--- src/rtl/clp_pkg.sv ---
// ============================================================================
// clp_pkg
// Shared codes, character constants and keyword tables for the colon
// command line parser.
// ============================================================================
package clp_pkg;

  // Default sizes
  localparam int LINE_BUF_BYTES_DEF  = 64;
  localparam int USER_ID_BYTES_DEF   = 8;
  localparam int DEVICE_ID_BYTES_DEF = 16;
  localparam int TIMESTAMP_BYTES_DEF = 24;

  // Result kinds
  localparam logic [1:0] KIND_CMD    = 2'd0;
  localparam logic [1:0] KIND_USER   = 2'd1;
  localparam logic [1:0] KIND_DEVICE = 2'd2;
  localparam logic [1:0] KIND_TIME   = 2'd3;

  // Command codes
  localparam logic [2:0] CMD_UNKNOWN  = 3'd0;
  localparam logic [2:0] CMD_SCAN     = 3'd1;
  localparam logic [2:0] CMD_STOP     = 3'd2;
  localparam logic [2:0] CMD_CAPTURE  = 3'd3;
  localparam logic [2:0] CMD_SHUTDOWN = 3'd4;
  localparam logic [2:0] CMD_SAVE     = 3'd5;

  // Characters
  localparam logic [7:0] CH_NUL   = 8'h00;
  localparam logic [7:0] CH_LF    = 8'h0A;
  localparam logic [7:0] CH_CR    = 8'h0D;
  localparam logic [7:0] CH_COLON = 8'h3A;

  // Fixed keywords
  typedef enum logic [2:0] {
    WORD_PREFIX,
    WORD_SCAN,
    WORD_STOP,
    WORD_CAPTURE,
    WORD_SHUTDOWN,
    WORD_SAVE
  } word_t;

  // Handoff from the capture side to the decoder at the end of a line
  typedef struct packed {
    logic start;
    logic prefix_ok;
  } line_done_t;

  // Keyword length in characters
  function automatic logic [3:0] word_len(input word_t w);
    logic [3:0] len;
    unique case (w)
      WORD_PREFIX:   len = 4'd4;
      WORD_SCAN:     len = 4'd4;
      WORD_STOP:     len = 4'd4;
      WORD_CAPTURE:  len = 4'd7;
      WORD_SHUTDOWN: len = 4'd8;
      WORD_SAVE:     len = 4'd5;
      default:       len = 4'd0;
    endcase
    return len;
  endfunction

  // Keyword character at a position, left-aligned text, first char on top
  function automatic logic [7:0] word_char(input word_t w, input logic [2:0] idx);
    logic [63:0] text;
    unique case (w)
      WORD_PREFIX:   text = {"CMD:", 32'h0};
      WORD_SCAN:     text = {"SCAN", 32'h0};
      WORD_STOP:     text = {"STOP", 32'h0};
      WORD_CAPTURE:  text = {"CAPTURE", 8'h0};
      WORD_SHUTDOWN: text = "SHUTDOWN";
      WORD_SAVE:     text = {"SAVE:", 24'h0};
      default:       text = 64'h0;
    endcase
    return text[63 - 8 * idx -: 8];
  endfunction

endpackage

--- src/rtl/clp_line_mem.sv ---
// ============================================================================
// clp_line_mem
// Line body store: one write port, one read port, registered read data.
// ============================================================================
module clp_line_mem
  import clp_pkg::*;
#(
  parameter int DEPTH  = LINE_BUF_BYTES_DEF - 1,
  parameter int ADDR_W = $clog2(DEPTH)
) (
  input  logic              clk,
  input  logic              wr_en,
  input  logic [ADDR_W-1:0] wr_addr,
  input  logic [7:0]        wr_data,
  input  logic              rd_en,
  input  logic [ADDR_W-1:0] rd_addr,
  output logic [7:0]        rd_data
);

  logic [7:0] mem [DEPTH];

  // Write one byte
  always_ff @(posedge clk) begin
    if (wr_en) begin
      mem[wr_addr] <= wr_data;
    end
  end

  // Read one byte, held until the next read
  always_ff @(posedge clk) begin
    if (rd_en) begin
      rd_data <= mem[rd_addr];
    end
  end

endmodule

--- src/rtl/clp_capture.sv ---
// ============================================================================
// clp_capture
// Input side: matches the line prefix, stores body bytes and hands the
// finished line to the decoder.
// ============================================================================
module clp_capture
  import clp_pkg::*;
#(
  parameter int LINE_BUF_BYTES = LINE_BUF_BYTES_DEF,
  parameter int DEPTH          = LINE_BUF_BYTES - 1,
  parameter int ADDR_W         = $clog2(DEPTH),
  parameter int CNT_W          = $clog2(LINE_BUF_BYTES)
) (
  input  logic              clk,
  input  logic              rst,
  input  logic              s_axis_tvalid,
  input  logic              ready,
  input  logic [7:0]        s_axis_tdata,
  input  logic              s_axis_tlast,
  output line_done_t        done,
  output logic [CNT_W-1:0]  line_length,
  output logic              wr_en,
  output logic [ADDR_W-1:0] wr_addr,
  output logic [7:0]        wr_data
);

  localparam logic [2:0] PREFIX_LEN = 3'(word_len(WORD_PREFIX));

  logic [2:0] prefix_pos;
  logic       prefix_failed;
  logic       line_ended;
  logic       accept;
  logic       body_full;
  logic       in_body;
  logic       prefix_hit;

  assign accept     = s_axis_tvalid && ready;
  assign body_full  = (line_length == CNT_W'(DEPTH));
  assign in_body    = !prefix_failed && !line_ended && (prefix_pos == PREFIX_LEN);
  assign prefix_hit = (s_axis_tdata == word_char(WORD_PREFIX, {1'b0, prefix_pos[1:0]}));

  // Store body bytes until the buffer is full
  assign wr_en   = accept && !s_axis_tlast && in_body && (s_axis_tdata != CH_NUL) && !body_full;
  assign wr_addr = line_length[ADDR_W-1:0];
  assign wr_data = s_axis_tdata;

  // Hand off at the end marker
  assign done.start     = accept && s_axis_tlast;
  assign done.prefix_ok = !prefix_failed && (prefix_pos == PREFIX_LEN);

  // Track prefix, early end and body length
  always_ff @(posedge clk) begin
    if (rst) begin
      prefix_pos    <= '0;
      prefix_failed <= 1'b0;
      line_ended    <= 1'b0;
      line_length   <= '0;
    end else if (accept) begin
      if (s_axis_tlast) begin
        prefix_pos    <= '0;
        prefix_failed <= 1'b0;
        line_ended    <= 1'b0;
        line_length   <= '0;
      end else if (!prefix_failed && !line_ended) begin
        if (prefix_pos != PREFIX_LEN) begin
          if (prefix_hit) begin
            prefix_pos <= prefix_pos + 3'd1;
          end else begin
            prefix_failed <= 1'b1;
          end
        end else if (s_axis_tdata == CH_NUL) begin
          line_ended <= 1'b1;
        end else if (!body_full) begin
          line_length <= line_length + 1'b1;
        end
      end
    end
  end

endmodule

--- src/rtl/clp_decode.sv ---
// ============================================================================
// clp_decode
// End-of-line sequencer: trims CR/LF, scans the stored body for keywords
// and colons, then emits the command and the SAVE field bytes.
// ============================================================================
module clp_decode
  import clp_pkg::*;
#(
  parameter int LINE_BUF_BYTES  = LINE_BUF_BYTES_DEF,
  parameter int USER_ID_BYTES   = USER_ID_BYTES_DEF,
  parameter int DEVICE_ID_BYTES = DEVICE_ID_BYTES_DEF,
  parameter int TIMESTAMP_BYTES = TIMESTAMP_BYTES_DEF,
  parameter int DEPTH           = LINE_BUF_BYTES - 1,
  parameter int ADDR_W          = $clog2(DEPTH),
  parameter int CNT_W           = $clog2(LINE_BUF_BYTES)
) (
  input  logic              clk,
  input  logic              rst,
  input  line_done_t        done,
  input  logic [CNT_W-1:0]  line_length,
  output logic              idle,
  output logic              rd_en,
  output logic [ADDR_W-1:0] rd_addr,
  input  logic [7:0]        rd_data,
  output logic              m_axis_tvalid,
  input  logic              m_axis_tready,
  output logic [15:0]       m_axis_tdata,
  output logic [1:0]        m_axis_tuser,
  output logic              m_axis_tlast
);

  localparam int CMP_W = CNT_W + 6;

  typedef enum logic [3:0] {
    S_IDLE,
    S_TRIM_RD,
    S_TRIM_EV,
    S_SCAN_RD,
    S_SCAN_EV,
    S_CHECK,
    S_CMD,
    S_EM_RD,
    S_EM_WR
  } state_t;

  state_t           state;
  logic [CNT_W-1:0] n;
  logic [CNT_W-1:0] i;
  logic [CNT_W-1:0] s1;
  logic [CNT_W-1:0] s2;
  logic             found1;
  logic             found2;
  logic             ok_scan;
  logic             ok_stop;
  logic             ok_capture;
  logic             ok_shutdown;
  logic             ok_save;
  logic [2:0]       cmd_code;
  logic             save_go;
  logic [2:0]       out_cmd;
  logic [7:0]       out_byte;

  logic             out_free;
  logic             out_load;
  logic [CNT_W-1:0] n_m1;
  logic             is_crlf;
  logic             is_colon;
  logic             em_skip;
  logic             hit_scan;
  logic             hit_stop;
  logic             hit_capture;
  logic             hit_shutdown;
  logic             hit_save;
  logic [CMP_W-1:0] nw;
  logic [CMP_W-1:0] s1w;
  logic [CMP_W-1:0] s2w;
  logic             user_ok;
  logic             dev_ok;
  logic             ts_ok;
  logic             save_valid;
  logic [2:0]       cmd_sel;
  logic [1:0]       em_kind;

  assign idle     = (state == S_IDLE);
  assign out_free = !m_axis_tvalid || m_axis_tready;
  assign out_load = ((state == S_CMD) || (state == S_EM_WR)) && out_free;
  assign n_m1     = n - 1'b1;
  assign is_crlf  = (rd_data == CH_LF) || (rd_data == CH_CR);
  assign is_colon = (rd_data == CH_COLON);
  assign em_skip  = (i == s1) || (i == s2);

  // Memory read port
  assign rd_en   = (state == S_TRIM_RD) || (state == S_SCAN_RD) ||
                   ((state == S_EM_RD) && !em_skip);
  assign rd_addr = (state == S_TRIM_RD) ? n_m1[ADDR_W-1:0] : i[ADDR_W-1:0];

  // Per-byte keyword compares; positions past a word's end always pass
  assign hit_scan     = (i >= CNT_W'(word_len(WORD_SCAN))) ||
                        (rd_data == word_char(WORD_SCAN, i[2:0]));
  assign hit_stop     = (i >= CNT_W'(word_len(WORD_STOP))) ||
                        (rd_data == word_char(WORD_STOP, i[2:0]));
  assign hit_capture  = (i >= CNT_W'(word_len(WORD_CAPTURE))) ||
                        (rd_data == word_char(WORD_CAPTURE, i[2:0]));
  assign hit_shutdown = (i >= CNT_W'(word_len(WORD_SHUTDOWN))) ||
                        (rd_data == word_char(WORD_SHUTDOWN, i[2:0]));
  assign hit_save     = (i >= CNT_W'(word_len(WORD_SAVE))) ||
                        (rd_data == word_char(WORD_SAVE, i[2:0]));

  // SAVE field length checks
  assign nw  = CMP_W'(n);
  assign s1w = CMP_W'(s1);
  assign s2w = CMP_W'(s2);
  assign user_ok = found1 && (s1w > CMP_W'(word_len(WORD_SAVE))) &&
                   (s1w < CMP_W'(word_len(WORD_SAVE)) + CMP_W'(USER_ID_BYTES));
  assign dev_ok  = found2 && (s2w > s1w + CMP_W'(1)) &&
                   (s2w < s1w + CMP_W'(DEVICE_ID_BYTES + 1));
  assign ts_ok   = (nw > s2w + CMP_W'(1)) && (nw < s2w + CMP_W'(TIMESTAMP_BYTES + 1));
  assign save_valid = ok_save && (nw >= CMP_W'(word_len(WORD_SAVE))) &&
                      user_ok && dev_ok && ts_ok;

  // Pick the command code
  always_comb begin
    if (ok_scan && (n == CNT_W'(word_len(WORD_SCAN)))) begin
      cmd_sel = CMD_SCAN;
    end else if (ok_stop && (n == CNT_W'(word_len(WORD_STOP)))) begin
      cmd_sel = CMD_STOP;
    end else if (ok_capture && (n == CNT_W'(word_len(WORD_CAPTURE)))) begin
      cmd_sel = CMD_CAPTURE;
    end else if (ok_shutdown && (n == CNT_W'(word_len(WORD_SHUTDOWN)))) begin
      cmd_sel = CMD_SHUTDOWN;
    end else if (save_valid) begin
      cmd_sel = CMD_SAVE;
    end else begin
      cmd_sel = CMD_UNKNOWN;
    end
  end

  // Field tag of the byte being emitted
  always_comb begin
    if (i < s1) begin
      em_kind = KIND_USER;
    end else if (i < s2) begin
      em_kind = KIND_DEVICE;
    end else begin
      em_kind = KIND_TIME;
    end
  end

  assign m_axis_tdata = {5'b0, out_byte, out_cmd};

  // Sequencer and output register
  always_ff @(posedge clk) begin
    if (rst) begin
      state         <= S_IDLE;
      m_axis_tvalid <= 1'b0;
    end else begin
      // Load a new result, or drop the request once taken
      if (out_load) begin
        m_axis_tvalid <= 1'b1;
      end else if (m_axis_tvalid && m_axis_tready) begin
        m_axis_tvalid <= 1'b0;
      end
      unique case (state)
        S_IDLE: begin
          if (done.start) begin
            n           <= line_length;
            found1      <= 1'b0;
            found2      <= 1'b0;
            s1          <= '0;
            s2          <= '0;
            ok_scan     <= 1'b1;
            ok_stop     <= 1'b1;
            ok_capture  <= 1'b1;
            ok_shutdown <= 1'b1;
            ok_save     <= 1'b1;
            if (!done.prefix_ok) begin
              cmd_code <= CMD_UNKNOWN;
              save_go  <= 1'b0;
              state    <= S_CMD;
            end else if (line_length == '0) begin
              state <= S_CHECK;
            end else begin
              state <= S_TRIM_RD;
            end
          end
        end
        S_TRIM_RD: begin
          state <= S_TRIM_EV;
        end
        S_TRIM_EV: begin
          // Drop trailing CR/LF one at a time
          if (is_crlf) begin
            n     <= n_m1;
            state <= (n_m1 == '0) ? S_CHECK : S_TRIM_RD;
          end else begin
            i     <= '0;
            state <= S_SCAN_RD;
          end
        end
        S_SCAN_RD: begin
          state <= S_SCAN_EV;
        end
        S_SCAN_EV: begin
          ok_scan     <= ok_scan && hit_scan;
          ok_stop     <= ok_stop && hit_stop;
          ok_capture  <= ok_capture && hit_capture;
          ok_shutdown <= ok_shutdown && hit_shutdown;
          ok_save     <= ok_save && hit_save;
          // Mark the first two colons after the SAVE: keyword
          if ((i >= CNT_W'(word_len(WORD_SAVE))) && is_colon) begin
            if (!found1) begin
              found1 <= 1'b1;
              s1     <= i;
            end else if (!found2) begin
              found2 <= 1'b1;
              s2     <= i;
            end
          end
          if (i == n_m1) begin
            state <= S_CHECK;
          end else begin
            i     <= i + 1'b1;
            state <= S_SCAN_RD;
          end
        end
        S_CHECK: begin
          cmd_code <= cmd_sel;
          save_go  <= (cmd_sel == CMD_SAVE);
          state    <= S_CMD;
        end
        S_CMD: begin
          if (out_free) begin
            m_axis_tuser  <= KIND_CMD;
            out_cmd       <= cmd_code;
            out_byte      <= 8'h00;
            m_axis_tlast  <= !save_go;
            if (save_go) begin
              i     <= CNT_W'(word_len(WORD_SAVE));
              state <= S_EM_RD;
            end else begin
              state <= S_IDLE;
            end
          end
        end
        S_EM_RD: begin
          // Skip the separating colons
          if (em_skip) begin
            i <= i + 1'b1;
          end else begin
            state <= S_EM_WR;
          end
        end
        S_EM_WR: begin
          if (out_free) begin
            m_axis_tuser  <= em_kind;
            out_cmd       <= CMD_SAVE;
            out_byte      <= rd_data;
            m_axis_tlast  <= (i == n_m1);
            if (i == n_m1) begin
              state <= S_IDLE;
            end else begin
              i     <= i + 1'b1;
              state <= S_EM_RD;
            end
          end
        end
        default: begin
          state <= S_IDLE;
        end
      endcase
    end
  end

endmodule

--- src/rtl/colon_command_line_parser.sv ---
// ============================================================================
// colon_command_line_parser
// Parses "CMD:" lines into command codes and streams SAVE field bytes.
// ============================================================================
//
//  Channel   Dir  Signals                         Contents
//  s_axis    in   tvalid tready tdata[7:0] tlast  tdata: ch; tlast: end of line
//  m_axis    out  tvalid tready tdata[15:0]       tdata: command, text_byte;
//                 tuser[1:0] tlast                tuser: kind; tlast: last
//
//  Line bytes are taken one per cycle. The end marker starts the decoder;
//  input is held off until the last result of the line sits in the output
//  register. The decoder reads the kept body back through the single read
//  port of the line store, whose read data is registered: it trims trailing
//  CR/LF from the end, scans each byte for keywords and colons, then reads
//  each SAVE field byte again to emit it; the separating colons are skipped
//  unread. A bad prefix goes straight to the command result.
//  Reset clears the sequencer and capture state; the line store is not cleared.
//  A stall on m_axis holds the sequencer at the next result.
//
module colon_command_line_parser
  import clp_pkg::*;
#(
  parameter int LINE_BUF_BYTES  = LINE_BUF_BYTES_DEF,
  parameter int USER_ID_BYTES   = USER_ID_BYTES_DEF,
  parameter int DEVICE_ID_BYTES = DEVICE_ID_BYTES_DEF,
  parameter int TIMESTAMP_BYTES = TIMESTAMP_BYTES_DEF
) (
  input  logic        clk,
  input  logic        rst,
  input  logic        s_axis_tvalid,
  output logic        s_axis_tready,
  input  logic [7:0]  s_axis_tdata,   // [7:0] ch
  input  logic        s_axis_tlast,
  output logic        m_axis_tvalid,
  input  logic        m_axis_tready,
  output logic [15:0] m_axis_tdata,   // [2:0] command, [10:3] text_byte, [15:11] zero
  output logic [1:0]  m_axis_tuser,   // [1:0] kind
  output logic        m_axis_tlast
);

  localparam int DEPTH  = LINE_BUF_BYTES - 1;
  localparam int ADDR_W = $clog2(DEPTH);
  localparam int CNT_W  = $clog2(LINE_BUF_BYTES);

  line_done_t        done;
  logic [CNT_W-1:0]  line_length;
  logic              idle;
  logic              wr_en;
  logic [ADDR_W-1:0] wr_addr;
  logic [7:0]        wr_data;
  logic              rd_en;
  logic [ADDR_W-1:0] rd_addr;
  logic [7:0]        rd_data;

  // Take requests only while the decoder is free
  assign s_axis_tready = idle;

  clp_capture #(
    .LINE_BUF_BYTES (LINE_BUF_BYTES),
    .DEPTH          (DEPTH),
    .ADDR_W         (ADDR_W),
    .CNT_W          (CNT_W)
  ) u_capture (
    .clk           (clk),
    .rst           (rst),
    .s_axis_tvalid (s_axis_tvalid),
    .ready         (s_axis_tready),
    .s_axis_tdata  (s_axis_tdata),
    .s_axis_tlast  (s_axis_tlast),
    .done          (done),
    .line_length   (line_length),
    .wr_en         (wr_en),
    .wr_addr       (wr_addr),
    .wr_data       (wr_data)
  );

  clp_line_mem #(
    .DEPTH  (DEPTH),
    .ADDR_W (ADDR_W)
  ) u_line_mem (
    .clk     (clk),
    .wr_en   (wr_en),
    .wr_addr (wr_addr),
    .wr_data (wr_data),
    .rd_en   (rd_en),
    .rd_addr (rd_addr),
    .rd_data (rd_data)
  );

  clp_decode #(
    .LINE_BUF_BYTES  (LINE_BUF_BYTES),
    .USER_ID_BYTES   (USER_ID_BYTES),
    .DEVICE_ID_BYTES (DEVICE_ID_BYTES),
    .TIMESTAMP_BYTES (TIMESTAMP_BYTES),
    .DEPTH           (DEPTH),
    .ADDR_W          (ADDR_W),
    .CNT_W           (CNT_W)
  ) u_decode (
    .clk           (clk),
    .rst           (rst),
    .done          (done),
    .line_length   (line_length),
    .idle          (idle),
    .rd_en         (rd_en),
    .rd_addr       (rd_addr),
    .rd_data       (rd_data),
    .m_axis_tvalid (m_axis_tvalid),
    .m_axis_tready (m_axis_tready),
    .m_axis_tdata  (m_axis_tdata),
    .m_axis_tuser  (m_axis_tuser),
    .m_axis_tlast  (m_axis_tlast)
  );

  // Input is held off while a line is being decoded
  a_hold_after_eol: assert property (@(posedge clk) disable iff (rst)
    (s_axis_tvalid && s_axis_tready && s_axis_tlast) |=> !s_axis_tready)
    else $error("input accepted right after end of line");

  // Field bytes always belong to a SAVE command
  a_field_is_save: assert property (@(posedge clk) disable iff (rst)
    (m_axis_tvalid && (m_axis_tuser != KIND_CMD)) |-> (m_axis_tdata[2:0] == CMD_SAVE))
    else $error("field byte without SAVE command");

  // A SAVE command is never the final result of its line
  a_save_not_last: assert property (@(posedge clk) disable iff (rst)
    (m_axis_tvalid && (m_axis_tuser == KIND_CMD) && (m_axis_tdata[2:0] == CMD_SAVE))
      |-> !m_axis_tlast)
    else $error("SAVE command marked last");

endmodule

--- config.mk ---
export PLATFORM = sky130hd
export DESIGN_NAME = colon_command_line_parser
export DESIGN_NICKNAME = d
export VERILOG_FILES = /design/src/rtl/clp_pkg.sv /design/src/rtl/clp_line_mem.sv /design/src/rtl/clp_capture.sv /design/src/rtl/clp_decode.sv /design/src/rtl/colon_command_line_parser.sv
export SDC_FILE = /design/constraint.sdc
export NUM_CORES = 1
export LEC_CHECK = 0
export BUFFER_PORTS_ARGS = -buffer_cell sky130_fd_sc_hd__buf_2
export CAP_MARGIN = 20
export CORE_MARGIN = 3
export CORE_UTILIZATION = 35
export DETAILED_ROUTE_END_ITERATION = 6
export GPL_ROUTABILITY_DRIVEN = 1
export MAX_ROUTING_LAYER = met4
export REMOVE_ABC_BUFFERS = 1
export SYNTH_ARGS = -nofsm -noshare
export SYNTH_HDL_FRONTEND = slang
export SYNTH_SLANG_ARGS = --single-unit
--- constraint.sdc ---
create_clock -name clk -period 3.95 [get_ports clk]
set_input_delay 0.1975 -clock clk [delete_from_list [all_inputs] [get_ports clk]]
set_output_delay 0.1975 -clock clk [all_outputs]
set_load 0.01 [all_outputs]
Word level (Yosys, flattened, before mapping)
Memories as Yosys holds them, arrays and structs flattened. A register that Yosys moved wholly into a read port is not among the register bits.
Cells that the tools add are included.

operators by class
  bitwise logic cells = 1
  shift-type cells = 6
  mux-type cells = 89
  add/subtract/negate cells = 10
  equal/unequal tests = 44
  order comparisons = 13
  reductions and logical operators = 78

operators by type and width
  operator                                                           count
  variable part select 71 x 33 -> 8 bit, first input constant        6
  two-way mux 6 bit                                                  20
  two-way mux 3 bit                                                  18
  equality test 8 bit                                                6
  case mux 4 bit (9 select lines)                                    1
  case mux 6 bit (2 select lines)                                    3
  AND reduction 4 bit                                                8
  logical AND 1 bit                                                  31
  case mux 6 bit (5 select lines)                                    1
  greater-or-equal comparator 6 x 3 -> 1 bit, second input constant  4
  greater-than comparator 6 x 12 -> 1 bit                            2
  less-than comparator 6 x 12 -> 1 bit                               2
  two-way mux 4 bit                                                  6
  two-way mux 1 bit                                                  22
  != test 2 bit, second input constant                               10
  equality test 6 bit                                                3
  case mux 1 bit (2 select lines)                                    9
  nonzero test 2 bit                                                 9
  equality test 4 x 3 -> 1 bit, second input constant                4
  equality test 8 x 4 -> 1 bit, second input constant                2
  two-way mux 8 bit                                                  2
  case mux 8 bit (2 select lines)                                    1
  AND reduction 5 bit                                                3
  adder 6 x 1 -> 7 bit, second input constant                        2
  other kinds (34)                                                   66

word-level totals
  memories kept = 1
  bits in writable memories = 504
  output and inout port bits = 21
  logic and storage cells = 265
  input bits = 13
  flip-flop bits (word level) = 65

memory list
  name            words  width  read ports  clocked after Yosys merged registers in  write ports  line                text
  u_line_mem.mem  63     8      1           1                                        1            clp_line_mem.sv:20  logic [7:0] mem [DEPTH];

Longest topological paths before layout
  depth after elaboration = 13
  depth in mapped cells = 14
  depth with buffers taken out = 13

Cells and area by module
Synthesis repeated with hierarchy kept, for this count alone.

second synthesis, totals
  cells, all modules = 1,553
  area, all modules = 25,318.0 µm²

modules (own cells, without submodules)
  module        area each (µm²)  cells an instance  times used  sequential area each (µm²)
  clp_line_mem  19,924.1         951                1           15,374.7
  clp_decode    4,531.8          497                1           1,571.5
  clp_capture   862.1            105                1           220.2

Worst setup path before layout
No wires, ideal clock.

  path type = register to register
  start = register u_decode.state[2]
  end = memory u_line_mem.mem[54][0], enable pin
  clock period less this slack = 2,805 ps
  stages on the path, launching flop included = 9
  buffers on the path = 1
  library setup time = 370 ps
  data arrival time = 2,435 ps
  slack = 1,145 ps
  required time = 3,580 ps
  cells stage by stage = dfxtp_1 -> clkbuf_1 -> nor2_1 -> nand2_1 -> nor3b_1 -> o2111ai_1 -> nor3_1 -> nand3_1 -> nor2_1

between the ends
  cells in the longest elaborated chain, start to end = 8

ends and longest elaborated chain
  what                                     line                text
  start, declared                          clp_decode.sv:46    state_t state;
  start signal, assigned                   clp_decode.sv:194   state <= (n_m1 == '0) ? S_CHECK : S_TRIM_RD;
  zero test 4 bit                          clp_decode.sv:84    assign idle = (state == S_IDLE);
  logical AND 1 bit                        clp_capture.sv:37   assign accept = s_axis_tvalid && ready;
  logical AND 1 bit (4 in series)          clp_capture.sv:43   assign wr_en = accept && !s_axis_tlast && in_body && (s_axis_tdata != CH_NUL) && !body_full;
  two-way mux 1 bit                        clp_line_mem.sv:24  if (wr_en) begin
  two-way mux 1 bit (not written as such)  clp_line_mem.sv:25  mem[wr_addr] <= wr_data;
  end, declared                            clp_line_mem.sv:20

Every way passes these cells.

Final worst setup path
  start = register u_decode.state[0]
  end = register u_line_mem.rd_data[2], read port of u_line_mem.mem, data pin

between the ends
  cells in the longest elaborated chain, start to end = 3
  elaborated cells on any way between the ends = 7
  those cells by class = 3 x eq/ne; 1 x mux; 3 x reduce/logical

ends and longest elaborated chain
  what                                                        line                                text
  equality test 4 x 1 -> 1 bit, or another cell as far along  clp_decode.sv:93, clp_decode.sv:95
  logical OR 1 bit or logical AND 1 bit (tied branches)       clp_decode.sv:93, clp_decode.sv:94
  logical OR 1 bit                                            clp_decode.sv:93                    assign rd_en = (state == S_TRIM_RD) || (state == S_SCAN_RD) ||
  end, declared                                               clp_line_mem.sv:17                  output logic [7:0] rd_data

Several ways; a longest one is shown, not always the timed one.
A chain may end at the register's enable or synchronous reset.

==> reports/results.ini <==
[synthesis]
synthDominantCellAreaShare_pct=67.0
synth-edff-count=561
ys.flop_type=edfxtp_1
yosysWarnings=0
syn_area_per_cell_um2=14.7
syn_area_mm2=0.0251
synthArstFlopShare_pct=0
ys_seq_elements=577
synth.area.top_cells=edfxtp_1 (67%), mux4_2 (8.6%), nand2_1 (3.1%)
ys_seq_area_share_pct=68.3
yosys.cell_types.count=64
synth_top_cell_by_area=edfxtp_1
postSynthCellCount=1707

[layout]
syn2layout_area_growth_pct=16.0
drive_gt1_share_pct=19.1
multi_input_area_mm2=0.00744
seq_area_mm2=0.0172
diodes=0
instances_no_fill=2836
fin_nets=1916
fillers=6440

[sta]
slew-limit-headroom_pct=26.6
rsz0062_at_grt=no
max_slew.worst_pin.slew_ns=1.09
tns_ns=0
fmax_ghz=0.264
skew_ns=0.0315
slew_violations=0
setup_viol=0
worst_hold_slack_ns=0.0447
hold_viol_final=0
layout_worst_path_cycle_share_pct=95.7
fin_crit_ns=3.78

[clock_network]
cts_tree=done
cts_sinks=577
clk_path_buf_depth=3
post_cts_buffers=0
clk_latency_ns=0.64
post_cts_resize_count=0
ctsHoldBuffers=5
root_buffer=clkbuf_16
clkSlewWorstSetupHoldPaths_ns=0.06
cts_buffers=59
htreeDepth=2

[floorplanning]
boundaryPins=34
core_mm2=0.0706
rows=97
die_area_mm2=0.0751
die_y_um=274
die_w_um=274
floorplan.initialDensity_pct=35.6

[drt]
routedWlPerCell_um=23.1
drcViolationCount=0
vias_per_cell=5.42
maxUsedRoutingLayer=met4
drtIter0Drc=1652
dr.pass1.iters=6
wl_met3_mm=5.43
wl_met2_mm=29.8
wirelength_met1_mm=28.0
drt_wl_total_mm=65.4
drt.antenna.violating_nets=0
dr_total_vias=15400

[power_and_ir_drop]
p_per_area_mw_per_mm2=606
finalPower_mw=17.7
max-vdd-ir-drop_mv=0.461
leakagePower_nw=9.77

[outcome]
outcome=finished clean

[critical_path]
r2r-start=u_decode.state[0]$_SDFFE_PP0P_
reg2regPathDepth=9
crit_fanout=76
crit_path_start_kind=flop
worst_setup_path_end_kind=flop
cpMaxStageDelayCell=a2111oi_0
crit_required_ns=4.32
reg2reg_slack_ns=0.17
max_stage_delay_ns=0.70
crit_chain=nor4b_4, buf_4, mux2i_4, buf_12, mux4_2, and3_1, a2111oi_0, buf_4, nand3_1
r2r_end=u_line_mem.rd_data[2]$_DFFE_PP_
crit_type=flop to flop
worst_path_most_repeated_cell=buf_4
critical_path_arrival_ns=4.15

[grt]
grt_max_degree=77
grt_pass1_vias=15100
antenna_found_initial=1
grt_pass1_wl_mm=98.2
grt_use_total_pct=18.0
grt_overflow=0

[worst_hold_path]
min_from=s_axis_tdata[7]
hold_path_depth=2
hold-path-endpoint=u_line_mem.mem[39][7]$_DFFE_PP_
holdCritPathClass=primary input to flop

[placement]
gp_congestion=0.874
dp_cells=2722
dp_hpwl_mm=43.5
io_buffers=28

[flow_run]
max_cap_violations=0

-- worst max-delay path by stage --
| stage | startpoint | to | cells after the start | slack, ns |
|---|---|---|---|---|
| after CTS | u_decode.state[0]$_SDFFE_PP0P_ | u_line_mem.rd_data[2]$_DFFE_PP_ | 9 | 0.25 |
| after floorplan | u_decode.state[0]$_SDFFE_PP0P_ | u_line_mem.rd_data[2]$_DFFE_PP_ | 7 | -4.99 |
| after global routing | u_decode.state[0]$_SDFFE_PP0P_ | u_line_mem.rd_data[2]$_DFFE_PP_ | 10 | 0.04 |
| after detailed placement | u_decode.state[0]$_SDFFE_PP0P_ | u_line_mem.rd_data[2]$_DFFE_PP_ | 9 | 0.26 |
| after global placement | u_decode.state[0]$_SDFFE_PP0P_ | u_line_mem.rd_data[2]$_DFFE_PP_ | 10 | 0.29 |
| final | u_decode.state[0]$_SDFFE_PP0P_ | u_line_mem.rd_data[2]$_DFFE_PP_ | 9 | 0.17 |
-- cells in the mapped netlist (all sizes together) (4+ instances only) --
| library cell | n |
|---|---|
| xor2 | 16 |
| or3 | 8 |
| nor2 | 129 |
| buf | 44 |
| a2111oi | 10 |
| nand3b | 5 |
| and2 | 11 |
| xnor2 | 30 |
| inv | 41 |
| a21oi | 106 |
| nor3 | 36 |
| nor2b | 26 |
| nand4 | 11 |
| nor4 | 10 |
| o21ai | 33 |
| a32oi | 8 |
| o22ai | 8 |
| nand2b | 10 |
| a31oi | 13 |
| dfxtp | 16 |
| edfxtp | 561 |
| a311oi | 7 |
| a21o | 10 |
| nand2 | 210 |
| mux2i | 7 |
| a22oi | 7 |
| nand3 | 56 |
| o21a | 4 |
| and3 | 22 |
| o211ai | 8 |
| mux4 | 96 |
| a211oi | 5 |
| clkbuf | 50 |
| or2 | 6 |
| ha | 55 |
-- report_power, final --
part           total (mW)  internal, mW  switching, mW
registers            7.16          6.93          0.225
logic                4.99          1.99           3.00
clock network        5.53          3.21           2.32
total                17.7          12.1           5.55
-- stage by stage --
step	utilization [%]	setup WS, ns	area, um^2
2_1_floorplan	-	-4.99	24700
3_3_place_gp	38.5	0.291	27200
3_5_place_dp	38.5	0.255	27200
4_1_cts	41.3	0.248	29200
5_1_grt	41.3	0.0353	29200
6_report	41.3	0.168	29200
-- state kept, by name, summed over array words and instances (netlist names), 2 cells and up --
signal	count
u_capture.line_length	6
u_line_mem.mem	504
u_decode.s2	6
u_decode.s1	6
u_line_mem.rd_data	8
u_decode.out_cmd	3
u_decode.out_byte	8
u_decode.cmd_code	3
u_decode.m_axis_tuser	2
u_decode.i	6
u_decode.state	4
u_decode.n	6
u_capture.prefix_pos	3
-- placed cells by master (no fill, tap or decap), types with 10 or more instances in the layout --
master and n:
a21o_1 10, a21oi_1 104, a31oi_1 13, and2_1 11, and3_1 22, buf_2 28, buf_4 130, clkbuf_1 15
clkbuf_16 59, clkinv_1 12, dfxtp_1 16, edfxtp_1 561, ha_1 55, inv_1 41, mux4_2 96, nand2_1 210
nand2b_1 10, nand3_1 56, nand4_1 11, nor2_1 128, nor2b_1 26, nor3_1 35, o21ai_0 31, xnor2_1 30
xor2_1 16
-- metal layers --
layer | track usage (%) | vias to the layer above
met5 | - | -
met4 | 5.92 | 0
met3 | 3.61 | 156
met2 | 27.0 | 725
met1 | 24.5 | 7677
li1 | - | 6806
-- cells by family (layout without fill, tap and decap cells) --
logic type	after synthesis	count (layout)	share of synthesized area (%)
AOI/OAI and AO/OA	238	238	5.89
xor gates and xnor gates	46	46	1.60
adders and majority gates	55	55	2.74
buffers and inverters	135	320	2.46
DFF	577	577	68.3
muxes	104	104	8.94
other	1	5	0.0149
and+or+nand+nor	551	551	10.1
-- worst max-delay path: cells and delay by family (launching register included) --
| family | cells | cell delay (ns) |
|---|---|---|
| buffers and inverters | 3 | 0.90 |
| and+or+nand+nor | 3 | 0.64 |
| DFF | 1 | 0.50 |
| muxes | 2 | 0.69 |
| AOI/OAI and AO/OA | 1 | 0.70 |
-- final cells by class --
type                            instances  share of cell area (%)
Clock inverter                         35                    1.32
Sequential cell                       577                    58.9
Inverter                               41                   0.528
Clock buffer                           74                    5.26
Timing Repair Buffer                  170                    4.48
Tap cell                              940                    4.03
Multi-Input combinational cell        999                    25.5
Note: power is estimated with default switching activity, not from simulation.
